File: src/rtl/qbpd_pkg.sv
// Shared constants and types for the four-button press-duration classifier.
`default_nettype none

package qbpd_pkg;

    localparam int NUM_BUTTONS = 4;
    localparam int TIME_BITS   = 32;
    localparam int IN_TIME_W   = 32;
    localparam int BTN_W       = 2;
    localparam int ACT_W       = 3;
    localparam int ST_W        = 2;
    localparam int THR_W       = 32;
    localparam int CFG_ADDR_W  = 2;
    localparam int S_TDATA_W   = 40;
    localparam int M_TDATA_W   = 8;

    localparam logic [ST_W-1:0] ST_RELEASED = 2'd0;
    localparam logic [ST_W-1:0] ST_PRESSED  = 2'd1;
    localparam logic [ST_W-1:0] ST_LONG     = 2'd2;
    localparam logic [ST_W-1:0] ST_EXTRA    = 2'd3;

    localparam logic [ACT_W-1:0] ACT_NONE = ACT_W'(NUM_BUTTONS);

    localparam logic [CFG_ADDR_W-1:0] CFG_LONG_PRESS  = 2'd0;
    localparam logic [CFG_ADDR_W-1:0] CFG_EXTRA_PRESS = 2'd1;

    localparam logic [THR_W-1:0] LONG_PRESS_RESET  = 32'd1000;
    localparam logic [THR_W-1:0] EXTRA_PRESS_RESET = 32'd3000;

    typedef struct packed {
        logic [BTN_W-1:0] button_index;
        logic [ST_W-1:0]  event_state;
        logic             last_event;
    } event_t;

    typedef struct packed {
        logic [ACT_W-1:0]     active;
        logic [ST_W-1:0]      state;
        logic [TIME_BITS-1:0] press_time;
        logic [1:0]           num_events;
        event_t               ev0;
        event_t               ev1;
    } scan_result_t;

endpackage

`default_nettype wire

File: src/rtl/qbpd_scan.sv
// One scan of all buttons: next held-button state and up to two events.
`default_nettype none

module qbpd_scan (
    input  wire logic [qbpd_pkg::ACT_W-1:0]       active,
    input  wire logic [qbpd_pkg::ST_W-1:0]        state,
    input  wire logic [qbpd_pkg::TIME_BITS-1:0]   press_time,
    input  wire logic [qbpd_pkg::TIME_BITS-1:0]   now,
    input  wire logic [qbpd_pkg::NUM_BUTTONS-1:0] input_on,
    input  wire logic [qbpd_pkg::NUM_BUTTONS-1:0] signal_ok,
    input  wire logic [qbpd_pkg::THR_W-1:0]       long_press_ms,
    input  wire logic [qbpd_pkg::THR_W-1:0]       extra_long_press_ms,
    output qbpd_pkg::scan_result_t                result
);
    import qbpd_pkg::*;

    logic [TIME_BITS-1:0] held;
    logic [THR_W-1:0]     held_ext;
    logic [BTN_W-1:0]     act_idx;
    logic                 none_active;
    logic                 act_ok;
    logic                 act_on;
    logic                 released_now;
    logic                 search_en;
    logic [ACT_W-1:0]     search_lo;
    logic                 found;
    logic [BTN_W-1:0]     found_idx;
    logic                 first_valid;
    event_t               first_ev;
    logic [ST_W-1:0]      held_next;

    assign none_active = (active == ACT_NONE);
    assign act_idx     = active[BTN_W-1:0];
    assign act_ok      = !none_active && signal_ok[act_idx];
    assign act_on      = input_on[act_idx];
    assign held        = now - press_time;
    assign held_ext    = THR_W'(held);

    assign released_now = act_ok && !act_on && (state != ST_RELEASED);
    assign search_en    = none_active || released_now;
    assign search_lo    = none_active ? '0 : active + ACT_W'(1);

    always_comb begin
        found     = 1'b0;
        found_idx = '0;
        for (int i = NUM_BUTTONS - 1; i >= 0; i--) begin
            if (signal_ok[i] && input_on[i] && (ACT_W'(i) >= search_lo)) begin
                found     = 1'b1;
                found_idx = BTN_W'(i);
            end
        end
    end

    always_comb begin
        held_next = state;
        unique case (state)
            ST_RELEASED: held_next = ST_RELEASED;
            ST_PRESSED:  if (held_ext >= long_press_ms) held_next = ST_LONG;
            ST_LONG:     if (held_ext >= extra_long_press_ms) held_next = ST_EXTRA;
            ST_EXTRA:    held_next = ST_EXTRA;
            default:     held_next = state;
        endcase
    end

    always_comb begin
        first_valid           = 1'b0;
        first_ev.button_index = act_idx;
        first_ev.event_state  = ST_RELEASED;
        first_ev.last_event   = 1'b0;
        if (released_now) begin
            first_valid = 1'b1;
        end else if (act_ok && act_on && (held_next != state)) begin
            first_valid          = 1'b1;
            first_ev.event_state = held_next;
        end
    end

    always_comb begin
        result.active     = active;
        result.state      = state;
        result.press_time = press_time;
        result.num_events = 2'd0;
        result.ev0        = first_ev;
        result.ev1.button_index = found_idx;
        result.ev1.event_state  = ST_PRESSED;
        result.ev1.last_event   = 1'b1;

        if (released_now) begin
            result.active     = ACT_NONE;
            result.state      = ST_RELEASED;
            result.press_time = '0;
        end else if (act_ok && act_on) begin
            result.state = held_next;
        end

        if (search_en && found) begin
            result.active     = ACT_W'(found_idx);
            result.state      = ST_PRESSED;
            result.press_time = now;
        end

        if (first_valid && search_en && found) begin
            result.num_events = 2'd2;
        end else if (first_valid) begin
            result.num_events     = 2'd1;
            result.ev0.last_event = 1'b1;
        end else if (search_en && found) begin
            result.num_events       = 2'd1;
            result.ev0.button_index = found_idx;
            result.ev0.event_state  = ST_PRESSED;
            result.ev0.last_event   = 1'b1;
        end
    end

endmodule

`default_nettype wire

File: src/rtl/quad_button_press_duration_classifier.sv
// Top level of the four-button press-duration classifier with stream ports.
//
// Each transfer on the s_ side is one scan of four buttons. The block keeps one
// held button and its press time, and reports every state change (released,
// pressed, long, extra long) as one transfer on the m_ side, with m_tlast set
// on the last event of a scan. A scan passes an input register and then
// combinational scan logic into a two-entry result buffer; a scan is accepted
// every cycle while m_tready is high and no scan has two events, as a two-event
// scan holds off the next until its first event drains. Thresholds must be
// written through the cfg_ port while the block is idle; nothing enforces it.
`default_nettype none

module quad_button_press_duration_classifier (
    input  wire logic                              aclk,
    input  wire logic                              aresetn,
    input  wire logic                              s_tvalid,
    output logic                                   s_tready,
    // time_ms [31:0], input_on [35:32], signal_ok [39:36]
    input  wire logic [qbpd_pkg::S_TDATA_W-1:0]    s_tdata,
    output logic                                   m_tvalid,
    input  wire logic                              m_tready,
    // button_index [1:0], event_state [3:2], zero [7:4]
    output logic [qbpd_pkg::M_TDATA_W-1:0]         m_tdata,
    output logic                                   m_tlast,
    input  wire logic                              cfg_we,
    input  wire logic [qbpd_pkg::CFG_ADDR_W-1:0]   cfg_addr,
    input  wire logic [qbpd_pkg::THR_W-1:0]        cfg_wdata
);
    import qbpd_pkg::*;

    logic [THR_W-1:0] long_press_reg;
    logic [THR_W-1:0] extra_press_reg;

    logic                   in_valid_reg;
    logic [IN_TIME_W-1:0]   in_time_reg;
    logic [NUM_BUTTONS-1:0] in_on_reg;
    logic [NUM_BUTTONS-1:0] in_ok_reg;

    logic [ACT_W-1:0]     active_reg;
    logic [ST_W-1:0]      state_reg;
    logic [TIME_BITS-1:0] press_reg;

    logic [1:0] cnt_reg;
    logic [1:0] cnt_next;
    event_t     slot0_reg;
    event_t     slot0_next;
    event_t     slot1_reg;
    event_t     slot1_next;

    scan_result_t scan;
    logic         pop;
    logic         room;
    logic         proc_fire;
    logic         s_fire;

    assign pop       = (cnt_reg != 2'd0) && m_tready;
    assign room      = (cnt_reg == 2'd0) || ((cnt_reg == 2'd1) && m_tready);
    assign proc_fire = in_valid_reg && room;
    assign s_tready  = !in_valid_reg || proc_fire;
    assign s_fire    = s_tvalid && s_tready;

    always_ff @(posedge aclk) begin
        if (!aresetn) begin
            long_press_reg  <= LONG_PRESS_RESET;
            extra_press_reg <= EXTRA_PRESS_RESET;
        end else if (cfg_we) begin
            if (cfg_addr == CFG_LONG_PRESS) begin
                long_press_reg <= cfg_wdata;
            end else if (cfg_addr == CFG_EXTRA_PRESS) begin
                extra_press_reg <= cfg_wdata;
            end
        end
    end

    always_ff @(posedge aclk) begin
        if (!aresetn) begin
            in_valid_reg <= 1'b0;
        end else if (s_tready) begin
            in_valid_reg <= s_tvalid;
        end
    end

    always_ff @(posedge aclk) begin
        if (s_fire) begin
            in_time_reg <= s_tdata[IN_TIME_W-1:0];
            in_on_reg   <= s_tdata[IN_TIME_W +: NUM_BUTTONS];
            in_ok_reg   <= s_tdata[IN_TIME_W + NUM_BUTTONS +: NUM_BUTTONS];
        end
    end

    qbpd_scan u_scan (
        .active              (active_reg),
        .state               (state_reg),
        .press_time          (press_reg),
        .now                 (in_time_reg[TIME_BITS-1:0]),
        .input_on            (in_on_reg),
        .signal_ok           (in_ok_reg),
        .long_press_ms       (long_press_reg),
        .extra_long_press_ms (extra_press_reg),
        .result              (scan)
    );

    always_ff @(posedge aclk) begin
        if (!aresetn) begin
            active_reg <= ACT_NONE;
            state_reg  <= ST_RELEASED;
            press_reg  <= '0;
        end else if (proc_fire) begin
            active_reg <= scan.active;
            state_reg  <= scan.state;
            press_reg  <= scan.press_time;
        end
    end

    always_comb begin
        cnt_next   = cnt_reg;
        slot0_next = slot0_reg;
        slot1_next = slot1_reg;
        if (proc_fire) begin
            cnt_next   = scan.num_events;
            slot0_next = scan.ev0;
            slot1_next = scan.ev1;
        end else if (pop) begin
            cnt_next   = cnt_reg - 2'd1;
            slot0_next = slot1_reg;
        end
    end

    always_ff @(posedge aclk) begin
        if (!aresetn) begin
            cnt_reg <= 2'd0;
        end else begin
            cnt_reg <= cnt_next;
        end
    end

    always_ff @(posedge aclk) begin
        slot0_reg <= slot0_next;
        slot1_reg <= slot1_next;
    end

    assign m_tvalid = (cnt_reg != 2'd0);
    assign m_tdata  = M_TDATA_W'({slot0_reg.event_state, slot0_reg.button_index});
    assign m_tlast  = slot0_reg.last_event;

endmodule

`default_nettype wire

File: config.mk
export PLATFORM = sky130hd
export DESIGN_NAME = quad_button_press_duration_classifier
export DESIGN_NICKNAME = d
export VERILOG_FILES = /design/src/rtl/qbpd_pkg.sv /design/src/rtl/qbpd_scan.sv /design/src/rtl/quad_button_press_duration_classifier.sv
export SDC_FILE = /design/constraint.sdc
export NUM_CORES = 1
export LEC_CHECK = 0
export ABC_AREA = 1
export BUFFER_PORTS_ARGS = -buffer_cell sky130_fd_sc_hd__buf_4
export CAP_MARGIN = 15
export CORE_ASPECT_RATIO = 1.75
export CORE_MARGIN = 2
export CORE_UTILIZATION = 50
export CTS_CLUSTER_DIAMETER = 50
export DETAILED_ROUTE_END_ITERATION = 6
export GPL_TIMING_DRIVEN = 0
export PLACE_DENSITY = 0.66
export SETUP_SLACK_MARGIN = 0.02
export SLEW_MARGIN = 20
export SYNTH_ARGS = -nofsm -noshare
export SYNTH_HDL_FRONTEND = slang
export SYNTH_SLANG_ARGS = --single-unit
File: constraint.sdc
create_clock -name aclk -period 10.8 [get_ports aclk]
set_clock_uncertainty 0.15 [all_clocks]
set_input_delay 1.08 -clock aclk [delete_from_list [all_inputs] [get_ports aclk]]
set_output_delay 1.08 -clock aclk [all_outputs]
set_load 0.03 [all_outputs]
==> results.md, run 1 <==
- Summing internal, switching and leakage power gives 2180 uW.
- Based on the critical path, the design can be clocked at up to between 200 and 250 MHz.
- Wires add up to 21200 um.
- At the worst endpoint, the required time is 10.84 ns.
- The number of different library cells used by synthesis comes to 36.
- The capturing element type of the critical path is a flop.
- 90 I/O pins were placed.
- The post-synthesis area per instance is a little under 8 um^2.
- Of the synthesized area, sequential elements account for 0.399.
- Synthesis produced roughly 1100 cells.
- The die covers around 19000 um^2.
- For this run, design rule violations remaining after detail routing come to 0.
- The final hold slack is 0.307 ns.
- For this design, the sink count on the clock tree is 151.
- For this run, the total global-route usage over all layers was measured as 0.233.
- Row generation in the floorplan step produced 64 rows.
- Headroom to the max-slew limit came out at 0.377.
- The latest clock arrival within the worst-skew pair is 0.44 ns.
- In this run, post-CTS hold repair placed 0 buffers.
- Once detailed placement completed, the half-perimeter wirelength came to 16600 um.
- The number of global-route vias before repair is 7291.
- The clock-pin transition on the worst setup and hold timing paths is around 0.07 ns.
- The type of the worst setup path is flop to flop.
- In this run, the number of DRC markers left after iteration 0 of detailed routing was ~310.
- The total standard cell area after synthesis is between 8000 and 9000 um^2.
- The die height is between 150 and 200 um.
- Yosys printed 0 warnings.
- The core region is approximately 17000 um^2.
- The share of the cycle needed by the critical path after routing is 0.429.
- Synthesis inferred 151 register bits.
- The number of hold-slack violations in the final timing report is 0.
- The most common cell after layout, fill and taps aside is sky130_fd_sc_hd__nand2_1.
- In this run the horizontal extent of the chip is just over 100 um.
- In the layout the commonest cells are sky130_fd_sc_hd__nand2_1, sky130_fd_sc_hd__a21oi_1, sky130_fd_sc_hd__inv_1, sky130_fd_sc_hd__dfxtp_1, sky130_fd_sc_hd__ha_1.
- The overall via count from detail_route is ~7500.
- The effective utilization at floorplan is 0.506.
- The maximum number of pins on one net before global-route repair is 31.
- After layout, the worst setup slack is slightly above 6 ns.
- The count of cells resized by post-cts repair is 0.
- The smallest clock period supported by the final layout is computed as 4.63 ns.
- IR analysis of the VDD net gives a maximum drop of 124 uV.
- For this run the aggregate overflow at the end of global routing stands at 0.
- The worst endpoint data arrival time is around 4.7 ns.
- The count of nets left with antenna violations after detail routing is 0.
- The via-per-instance ratio is between 5 and 6.
- The count of final max-slew check failures is 0.
- The run finished with clean final reports.
- The number of buffer cells added on primary ports is 84.
- The worst-case clock buffer depth is 2.
- Across all register-to-register paths, the minimum setup slack is ~6.2 ns.
- Routability-driven placement finished with a final weighted congestion of 0.869.
- The initial antenna violation count is 0.
- The maximum net fanout on the critical path is 7.
- The total iterations of the first detailed-routing run is 5.
- The worst hold path belongs to the class flop to flop.
- The TritonCTS clock tree is yes.
- Setup violations remaining at the end of the flow were counted as 0.
- TritonCTS created 17 clock buffers.
- The repair_antennas step left the layout with diodes totalling 0.
- The growth of design area from synthesis to finish is 17.4%.
- Summed over all failing endpoints, the final setup total negative slack is 0 ns.
- The max capacitance violation total is 0.
- The setup slack after placement is 6.19 ns.
- In the final layout, the share of cells above drive strength 1 is 0.116.
- Buffers added to address setup during post-CTS repair amount to 0.
- The power density normalized to cell area is 213 nW/um^2.
- At the pin with the least slew margin, the transition time is a little over 0.9 ns.
- The wire length of the first global-routing pass is around 34000 um.
- In this run the number of H-tree levels came out at 4.
- In this run the clock root is driven by a sky130_fd_sc_hd__clkbuf_16.
- In the final design database the tool counted roughly 1400 nets.
- The leakage power of the design is 0.00440 uW.
- The worst setup path is launched from a flop.
- Setup repair after global routing left no endpoint under its margin.
- After detailed routing, the average wire length per cell comes to between 10 and 15 um.
final timing paths:
path / start / to / depth (start not counted)
worst max register to register: in_time_reg[0] / m_tdata[0] / 27
worst max-delay path: in_time_reg[0] / m_tdata[0] / 27
worst min register to register: extra_press_reg[13] / extra_press_reg[13] / 2
worst min-delay path: extra_press_reg[13] / extra_press_reg[13] / 2
critical path, cell delays in order (launching register included):
cell	delay [ns]
sky130_fd_sc_hd__edfxtp_1	0.38
sky130_fd_sc_hd__inv_1	0.07
sky130_fd_sc_hd__ha_1	0.19
sky130_fd_sc_hd__inv_1	0.07
sky130_fd_sc_hd__fa_1	0.40
sky130_fd_sc_hd__nand3_1	0.10
sky130_fd_sc_hd__nand2_1	0.11
sky130_fd_sc_hd__a21oi_1	0.23
sky130_fd_sc_hd__o21ai_0	0.21
sky130_fd_sc_hd__a21oi_1	0.31
sky130_fd_sc_hd__o21bai_1	0.17
sky130_fd_sc_hd__a21oi_1	0.19
sky130_fd_sc_hd__xor2_1	0.28
sky130_fd_sc_hd__ha_1	0.28
sky130_fd_sc_hd__nand2_1	0.08
sky130_fd_sc_hd__nor2_1	0.05
sky130_fd_sc_hd__nand4_1	0.13
sky130_fd_sc_hd__nor2_1	0.07
sky130_fd_sc_hd__nor2_1	0.18
sky130_fd_sc_hd__nand3_1	0.14
sky130_fd_sc_hd__nand2_1	0.08
sky130_fd_sc_hd__nor2_1	0.04
sky130_fd_sc_hd__nand2_1	0.17
sky130_fd_sc_hd__nand2_1	0.10
sky130_fd_sc_hd__nand2_1	0.07
sky130_fd_sc_hd__nand2_1	0.04
sky130_fd_sc_hd__nand2_1	0.05
sky130_fd_sc_hd__nand2_1	0.05
layer usage:
| metal | track usage | share of wire | vias to the layer above |
|---|---|---|---|
| li1 | - | - | 3869 |
| met1 | 0.246 | 0.40 | 3444 |
| met2 | 0.445 | 0.53 | 168 |
| met3 | 0.0360 | 0.033 | 57 |
| met4 | 0.117 | 0.038 | 0 |
| met5 | 0 | 0 | - |
per-stage QoR:
step                 util  std cells  area, um^2
global route        0.593       1454       10300
finish              0.593       1454       10300
CTS                 0.593       1454       10300
floorplan               -       1106        8760
global placement    0.559       1421        9680
detailed placement  0.561       1422        9700
cell usage after synthesis, drive strengths merged:
library cell | count | area (um^2)
nand2 | 246 | 956
a21oi | 162 | 818
inv | 162 | 608
dfxtp | 104 | 2080
ha | 99 | 1240
o21ai | 87 | 435
nor2 | 52 | 214
edfxtp | 47 | 1410
clkbuf | 22 | 82.6
xor2 | 20 | 175
o211ai | 19 | 143
nand3 | 15 | 87.6
nand4 | 15 | 93.8
buf | 12 | 92.6
xnor2 | 11 | 96.3
nor3 | 7 | 35.0
o21a | 7 | 52.6
a31oi | 3 | 18.8
nor4 | 3 | 18.8
a21boi | 2 | 15.0
a21o | 2 | 15.0
o21bai | 2 | 15.0
o221ai | 2 | 17.5
conb | 1 | 3.75
fa | 1 | 20.0
cell type report:
cell class,count,area (um^2)
clock inverter,14,138
timing repair buffer,85,651
buffer,34,175
inverter,162,608
multi-input combinational,759,4480
fill,1664,7030
sequential,151,3490
tap,231,289
clock buffer,18,429
power by group:
part           switching [uW]  internal [uW]  total, uW
combinational             566            342        908
sequential               31.3            659        691
clock                     261            323        584
total                     859           1320       2180
logic make-up after synthesis:
| family | after synthesis | synth area share |
|---|---|---|
| AOI/OAI and AO/OA | 286 | 0.175 |
| xor gates and xnor gates | 31 | 0.0310 |
| adders and majority gates | 100 | 0.144 |
| buffers and inverters | 196 | 0.0896 |
| DFF | 151 | 0.399 |
| other | 1 | 0.000429 |
| and+or+nand+nor | 338 | 0.161 |
No activity file was read; power rests on OpenSTA's default activity.
==> inputs of run 2 (changes only) <==
--- a/config.mk
+++ b/config.mk
@@ -5,7 +5,7 @@
 export SDC_FILE = /design/constraint.sdc
 export NUM_CORES = 1
 export LEC_CHECK = 0
-export ABC_AREA = 1
+export ABC_AREA = 0
 export BUFFER_PORTS_ARGS = -buffer_cell sky130_fd_sc_hd__buf_4
 export CAP_MARGIN = 15
 export CORE_ASPECT_RATIO = 1.75
==> constraint.sdc (replaced) <==
create_clock -name aclk -period 4.3 [get_ports aclk]
set_clock_uncertainty 0.15 [all_clocks]
set_input_delay 0.43 -clock aclk [delete_from_list [all_inputs] [get_ports aclk]]
set_output_delay 0.43 -clock aclk [all_outputs]
set_load 0.03 [all_outputs]
==> results.md, run 2 <==
- Of the post-synthesis cell area, the part taken by muxes is 0.00729.
- The I/O pin count is 90.
- The final reports fail on negative setup slack.
- The reported net switching power is 1890 uW.
- Once layout is complete, the cells apart from fillers number between 1000 and 1500.
- Setup repair after global routing could not meet its margin everywhere.
- The required time of the critical path is 4.29 ns.
- The maximum net fanout on the critical path is 3.
- Among all flip-flop cells after synthesis, the most frequent one is sky130_fd_sc_hd__dfxtp_1.
- The fraction of the mapped netlist area in adder cells is 0.141.
- Entering global routing, the biggest net connects 34 pins.
- The count of cells along the worst hold path is 1.
- The post-synthesis async set-or-reset flop share is 0.
- The flop-to-flop setup slack is -0.43 ns.
- The area fraction of the dominant cell type after synthesis is 0.233.
- The worst setup path is launched from a flop.
- For this run, the number of Yosys warnings is 0.
- At the pin with the least slew margin, the transition time is ~0.71 ns.
- OpenSTA, run right after detailed placement, puts the worst setup slack at -1.10 ns.
- In this run the core area contains 64 standard-cell rows.
- The internal power component is 3430 uW.
- Summed over all layers, the routed wires come to 22700 um.
- The share of total power dissipated in the clock network is 0.274.
- The area of the die is 19000 um^2.
- The number of global-route vias before repair is roughly 7600.
- The number of instances in the synthesized netlist is roughly 990.
- In the final layout, the share of cells above drive strength 1 is 0.187.
- Dividing the detail-routed via count by the number of cells gives ~5.5.
- In the layout the commonest cells are sky130_fd_sc_hd__nand2_1, sky130_fd_sc_hd__inv_1, sky130_fd_sc_hd__buf_4, sky130_fd_sc_hd__dfxtp_1, sky130_fd_sc_hd__ha_1.
- The end of the worst register-to-register path is m_tlast.
- The area growth from synthesis to layout is 22.5%.
- The congestion estimate from routability-driven global placement came to 0.859.
- Of the total power, registers draw 0.318.
- Max-cap violations in this run came to 0.
- The effective utilization at floorplan is 0.511.
- The number of buffers added by the clock tree synthesis step is 17.
- The final-layout fill cell count is ~1600.
- Power spread over the standard cell area amounts to 486 nW/um^2.
- The capturing element type of the critical path is a flop.
- By area, the combinational part of the netlist is dominated by compound AO/OA/AOI/OAI gates.
- The worst reg2reg path startpoint is in_time_reg[0].
- The hold path startpoint is s_tdata[24].
- In the global route stage, overall resource usage came out at 0.247.
- The later pin in the worst-skew pair is clocked with a latency of 0.43 ns.
- The total number of clock tree sinks is approximately 150.
- The count of final max-slew check failures came to 0.
- The compound-cell area share of the yosys netlist came to 0.209.
- The detail route stage leaves a number of antenna-violating nets equal to 0.
- The synthesized netlist occupies a cell area of approximately 9000 um^2.
- TritonCTS built the clock tree.
- Of the synthesized area, sequential elements account for 0.391.
- The final total negative setup slack is -1.66 ns.
- The multi-input combinational cells in the finished layout cover a total of roughly 5200 um^2.
- The H-tree was split into 4 levels.
- The number of enable flip-flop cells after synthesis is 47.
- Clock-pin slew was measured on the worst setup and hold paths at about 0.06 ns.
- The overall via count from detail_route is about 7400.
- Dividing the final minimum period by the clock period gives 1.10.
- The synthesized flop and latch total is roughly 150.
- The part of the total power dissipated in combinational logic is 0.407.
- Registers take around 3500 um^2.
- Measured against its own limit, the worst slew margin works out to 0.530.
- The core area is roughly 17000 um^2.
- The worst-case clock buffer depth is 2.
- Setup slack on the critical path of the routed design comes to -0.429 ns.
- Summed over all layers, the global routing overflow is 0.
- The worst endpoint data arrival time is about 4.7 ns.
- Once placement finished, the instance area stood at just under 10000 um^2.
- The first global-routing pass estimated around 37000 um of wire.
- The number of hold-slack violations in the final timing report is 0.
- The critical path is of the flop to flop type.
- After the first detailed-routing iteration, the DRC count stood at roughly 250.
- The class of the tightest hold or removal check is input port to flop.
- The first TritonRoute pass finished after 5 iterations.
- The finished cells cover roughly 11000 um^2.
- The highest attainable clock frequency is between 200 and 250 MHz.
- Counting tap cells, the placed design contains a total of ~1300 instances.
- The leakage power of the design is approximately 0.0043 uW.
- The layout net count is about 1300.
- The initial antenna violation count is 0.
- Of the total synthesized cell area, the portion taken by AND, OR, NAND and NOR gates is 0.154.
- After detailed routing, the number of remaining DRC violations is 0.
- After synthesis, the most frequently instantiated cells are sky130_fd_sc_hd__nand2_1, sky130_fd_sc_hd__inv_1, sky130_fd_sc_hd__dfxtp_1.
- The synthesized design spends more area on one cell type than any other, namely sky130_fd_sc_hd__dfxtp_1.
- Dividing the detail-routed wire length by the instance count gives 16.7 um.
- Summed over all nets, the half-perimeter wirelength after detailed placement is between 15000 and 20000 um.
- The unique cell type count in the Yosys netlist is 70.
- The final hold slack is ~0.024 ns.
- Measured in cells, the most critical reg-to-reg path has a length of 20.
- The most common cell after layout, fill and taps aside is sky130_fd_sc_hd__nand2_1.
- Buffers inserted to repair hold after CTS numbered 0.
- The run finished, with violations left.
- Yosys attributes the largest share of cell area to sky130_fd_sc_hd__dfxtp_1, sky130_fd_sc_hd__edfxtp_1, sky130_fd_sc_hd__ha_1, sky130_fd_sc_hd__nand2_1, sky130_fd_sc_hd__inv_1.
- The post-synthesis area per instance is 8.99 um^2.
- The xor and xnor fraction of the mapped netlist area is 0.0285.
- The switching power share of the total is 0.356.
- The floorplan step set the die height to roughly 180 um.
- The clock root buffer is sky130_fd_sc_hd__clkbuf_16.
- The number of setup violations in the final report is 6.
- The die is roughly 110 um wide.
- By instance count, the leading cell after synthesis is sky130_fd_sc_hd__nand2_1.
- The peak supply drop is around 460 uV.
- The number of buffer cells added on primary ports is 84.
- The antenna diode count is 0.
- The endpoint with the worst hold slack is in_time_reg[24].
- After layout, the minimum clock period comes to 4.73 ns.
[run 2: what timing repair did]
item                                    4_1_cts  5_1_grt
gates resized for setup                      49       18
pin swaps                                    25        9
cloned                                        0        0
endpoints found under the setup margin        6        6
buffers inserted                             11        7
[run 2: how the worst max path moves through the flow]
stage                         from  endpoint  slack [ns]  cells past startpoint
CTS                 in_time_reg[0]   m_tlast       -0.39                     22
detailed placement  in_time_reg[0]   m_tlast       -1.10                     21
floorplan           in_time_reg[0]   m_tlast        0.04                     20
global placement    in_time_reg[0]   m_tlast       -1.07                     21
global route        in_time_reg[0]   m_tlast       -0.65                     22
finish              in_time_reg[0]   m_tlast       -0.43                     20
[run 2: metal layers]
metal  vias to the layer above  global-route usage  wire (um)
met4                         0               0.130        960
met3                        53              0.0400        678
met5                         -                   0          0
met1                      3504               0.251       8320
met2                       160               0.475      12700
li1                       3725                   -          -
[run 2: worst max-delay path: stages (launching register included)]
cell and delay [ns]:
sky130_fd_sc_hd__edfxtp_1 0.42, sky130_fd_sc_hd__inv_1 0.08, sky130_fd_sc_hd__ha_2 0.19, sky130_fd_sc_hd__inv_2 0.04, sky130_fd_sc_hd__fa_2 0.36, sky130_fd_sc_hd__a211oi_2 0.21
sky130_fd_sc_hd__o21ai_2 0.13, sky130_fd_sc_hd__or3_4 0.37, sky130_fd_sc_hd__a31o_4 0.25, sky130_fd_sc_hd__a21oi_2 0.15, sky130_fd_sc_hd__buf_4 0.12, sky130_fd_sc_hd__xnor2_1 0.20
sky130_fd_sc_hd__ha_1 0.32, sky130_fd_sc_hd__a21oi_1 0.17, sky130_fd_sc_hd__o21ai_2 0.08, sky130_fd_sc_hd__nor4_2 0.29, sky130_fd_sc_hd__nor3_2 0.09, sky130_fd_sc_hd__o311a_1 0.39
sky130_fd_sc_hd__o211ai_1 0.17, sky130_fd_sc_hd__buf_4 0.16, sky130_fd_sc_hd__o211ai_1 0.09
[run 2: final cells by class]
| cell class | instances | area share |
|---|---|---|
| Clock inverter | 9 | 0.00949 |
| Sequential cell | 151 | 0.319 |
| Tap cell | 231 | 0.0264 |
| Buffer | 38 | 0.0168 |
| Timing Repair Buffer | 101 | 0.0705 |
| Inverter | 114 | 0.0391 |
| Multi-Input combinational cell | 693 | 0.476 |
| Clock buffer | 23 | 0.0428 |
[run 2: through the flow]
stage                      util  total power (uW)
final                     0.627              5320
after detailed placement  0.566              3570
after floorplan               -              3040
after global placement    0.565              3530
after CTS                 0.617              5230
after global routing      0.627              5670
[run 2: kinds of logic after synthesis]
group | after synthesis
xor+xnor | 29
other cells | 1
buf+inv | 152
mux | 4
fa+ha+maj | 100
simple gates | 290
compound gates | 266
flops | 151
[run 2: power by group through the flow]
stage | Clock (uW) | Combinational (uW) | Sequential (uW)
after floorplan | 0 | 1320 | 1720
after global placement | 0 | 1810 | 1720
after detailed placement | 0 | 1850 | 1720
after CTS | 1490 | 2050 | 1690
after global routing | 1550 | 2410 | 1710
final | 1460 | 2170 | 1690
==> inputs of run 3 (changes only) <==
--- a/config.mk
+++ b/config.mk
@@ -6,7 +6,7 @@
 export NUM_CORES = 1
 export LEC_CHECK = 0
 export ABC_AREA = 0
-export BUFFER_PORTS_ARGS = -buffer_cell sky130_fd_sc_hd__buf_4
+export BUFFER_PORTS_ARGS = -buffer_cell sky130_fd_sc_hd__buf_2
 export CAP_MARGIN = 15
 export CORE_ASPECT_RATIO = 1.75
 export CORE_MARGIN = 2
==> results.md, run 3 (same netlist as run 2, synthesis figures left out) <==
- In this run the remaining antenna-violating nets after routing total 0.
- On the worst path, the slowest cell contributes a delay of about 0.42 ns.
- The share of the cycle needed by the critical path after routing is 1.10.
- The total iterations of the first detailed-routing run is 5.
- Derived from the worst setup path, the maximum achievable clock frequency is about 210 MHz.
- The peak supply drop is around 390 uV.
- The half-perimeter wire length of the detailed placement result is 16900 um.
- The TritonCTS clock tree is yes.
- The number of buffer cells added on primary ports is 84.
- Data on the critical path arrives at its endpoint at 4.92 ns.
- Walking the worst path, the cells encountered are inv_1 > ha_2 > inv_2 > fa_2 > a211oi_2 > o21ai_2 > o311ai_4 > a21oi_2 > o211ai_2 > nand2_1 > a21oi_2 > xnor2_2 > ha_1 > nand4_1 > nor4_4 > o21ai_0 > o221ai_2 > o211ai_1 > buf_4 > buf_4 > o221ai_2.
- The end of the worst register-to-register path is cnt_reg[0].
- The proportion of layout cells with a drive suffix above 1 is 0.180.
- The worst reg2reg path startpoint is in_time_reg[0].
- The number of global-route vias before repair is between 7000 and 8000.
- The worst-case clock buffer depth is 2.
- The final reports fail on negative setup slack.
- The number of hold-slack violations in the final timing report is 0.
- The final total power is 5290 uW.
- For this run, the post-layout net count is between 1000 and 1500.
- The worst pin sits at a relative slew slack of 0.560.
- The endpoint with the worst hold slack is in_time_reg[0].
- The slowest stage cell on the critical path is sky130_fd_sc_hd__edfxtp_1.
- Fill cells in the final layout number around 1600.
- The DRC marker count from the first detailed-route iteration is between 200 and 300.
- The type of the worst setup path is flop to flop.
- Setup violations remaining at the end of the flow were counted as 5.
- The core area is around 17000 um^2.
- The via-per-instance ratio is 5.42.
- The effective utilization at floorplan is 0.511.
- For this run, design rule violations remaining after detail routing come to 0.
- The number of antenna diodes in the final layout is 0.
- Power spread over the standard cell area amounts to 495 nW/um^2.
- The count of final max-slew check failures was 0.
- Counting the buffers created by CTS gives 17.
- STA classifies the critical path startpoint as a flop.
- The most common cell after layout, fill and taps aside is sky130_fd_sc_hd__nand2_1.
- For the worst-skew pair, the clock arrives at the later sink with an insertion delay of 0.43 ns.
- The multi-input gate area in the final layout is 5150 um^2.
- Summing over every cut layer, the via total after detailed routing is about 7400.
- The top cell types in the final layout, fill and taps aside, are sky130_fd_sc_hd__nand2_1, sky130_fd_sc_hd__inv_1, sky130_fd_sc_hd__dfxtp_1, sky130_fd_sc_hd__ha_1, sky130_fd_sc_hd__buf_2.
- Entering global routing, the biggest net connects 34 pins.
- Along the worst path, the maximum fanout reaches 3.
- The tool flagged a number of max-cap violations equal to 0.
- For this run, global-route usage on met2 was measured as 0.459.
- The flip-flop and latch area is roughly 3500 um^2.
- The wire length of the first global-routing pass is approximately 35000 um.
- In this run the count of I/O pins placed on the die edge is 90.
- The setup slack after placement is -1.02 ns.
- Setup repair after global routing could not meet its margin everywhere.
- The area of the die is 19000 um^2.
- The global routing usage on met3 is 0.0418.
- In the post-route analysis, the smallest setup slack over all paths is -0.413 ns.
- The initialized floorplan defines between 60 and 70 standard-cell rows.
- At the end of routability-driven placement, the weighted congestion stood at between 0.8 and 0.9.
- Measured along the y axis, the die boundary spans 181 um.
- The path class of the tightest hold or removal check is input port to flop.
- The total routed wirelength is between 20000 and 25000 um.
- The flow ran to the end, but the final reports show violations.
- Measured along the x axis, the die boundary spans about 110 um.
- The required time of the critical path is 4.51 ns.
- The initial antenna violation count is 0.
- The path depth of the worst reg2reg path is 21.
- The flop-to-flop setup slack is -0.41 ns.
- The average routed wire per standard cell is between 15 and 20 um.
- The H-tree was split into 4 levels.
- The cell sitting at the root of the clock tree is a sky130_fd_sc_hd__clkbuf_16.
- The worst setup path is captured at a flop.
- Counting I/O delays and the setup requirement, the final critical path takes 4.71 ns.
- The leakage power of the design is ~0.0042 uW.
- Clock-pin slew was measured on the worst setup and hold paths at approximately 0.060 ns.
- The worst hold path begins at s_tdata[0].
- The slew at the pin closest to its max-slew limit is roughly 0.66 ns.
- From synthesis to final layout, the design area changed by 19.8%.
- In the global route stage, overall resource usage came out at 0.238.
- In the global route stage, met1 resource usage came out at 0.242.
- In this run the most used layer during global routing was met2.
- Counting instances, the worst hold path has a depth of 1.
- For this run the aggregate overflow at the end of global routing stands at 0.
- The total number of clock tree sinks is around 150.
[run 3: changes by cell type in the layout (fill, tap and decap cells not counted), sizes merged]
cell         before  now
buf             112  108
inv             114  117
clkinv            5    4
clkbuf           50   46
dlygate4sd3       0    1
clkinvlp          2    4
[run 3: repair_timing]
item | in CTS | in global routing
pin swaps | 28 | 6
resized for setup | 50 | 10
buffers inserted | 8 | 4
endpoints found under the hold margin | 0 | 1
endpoints found under the setup margin | 6 | 6
hold buffers | 0 | 1
[run 3: how the worst max path moves through the flow]
stage / startpoint / to / slack (ns) / depth (start not counted)
finish: in_time_reg[0] / cnt_reg[0] / -0.41 / 21
global route: in_time_reg[0] / m_tlast / -0.71 / 22
CTS: in_time_reg[0] / m_tlast / -0.35 / 22
detailed placement: in_time_reg[0] / m_tlast / -1.02 / 21
global placement: in_time_reg[0] / m_tlast / -1.01 / 21
floorplan: in_time_reg[0] / m_tlast / 0.04 / 20
[run 3: metal layers]
metal  vias up  part of all wire
met2       135              0.55
met3        52             0.026
met4         0             0.043
li1       3723                 -
met5         -                 0
met1      3450              0.38
[run 3: power by group]
part	internal (uW)	switching, uW
registers	1620	75.2
logic	857	1210
clock network	908	619
[run 3: cell type report]
type | instances | area share
tap | 231 | 0.0270
timing repair buffer | 98 | 0.0506
clock buffer | 19 | 0.0434
clock inverter | 13 | 0.0133
sequential | 151 | 0.327
multi-input combinational | 693 | 0.482
buffer | 38 | 0.0172
inverter | 114 | 0.0400
[run 3: critical path: cells and delay by family, from the launching register on]
kind | cells | cell delay [ns]
buf+inv | 4 | 0.42
xor+xnor | 1 | 0.15
flops | 1 | 0.42
fa+ha+maj | 3 | 0.88
simple gates | 3 | 0.68
compound gates | 10 | 1.92
[run 3: per-stage QoR]
step	hold WS, ns	TNS (ns)	instance area [um^2]	instances	utilization
floorplan	0.293	0	8940	996	-
global placement	0.301	-4.95	9650	1311	0.553
detailed placement	0.307	-5.06	9670	1312	0.554
CTS	0.00618	-1.35	10600	1352	0.607
global route	0.00157	-3.28	10700	1357	0.612
finish	0.0190	-1.70	10700	1357	0.612
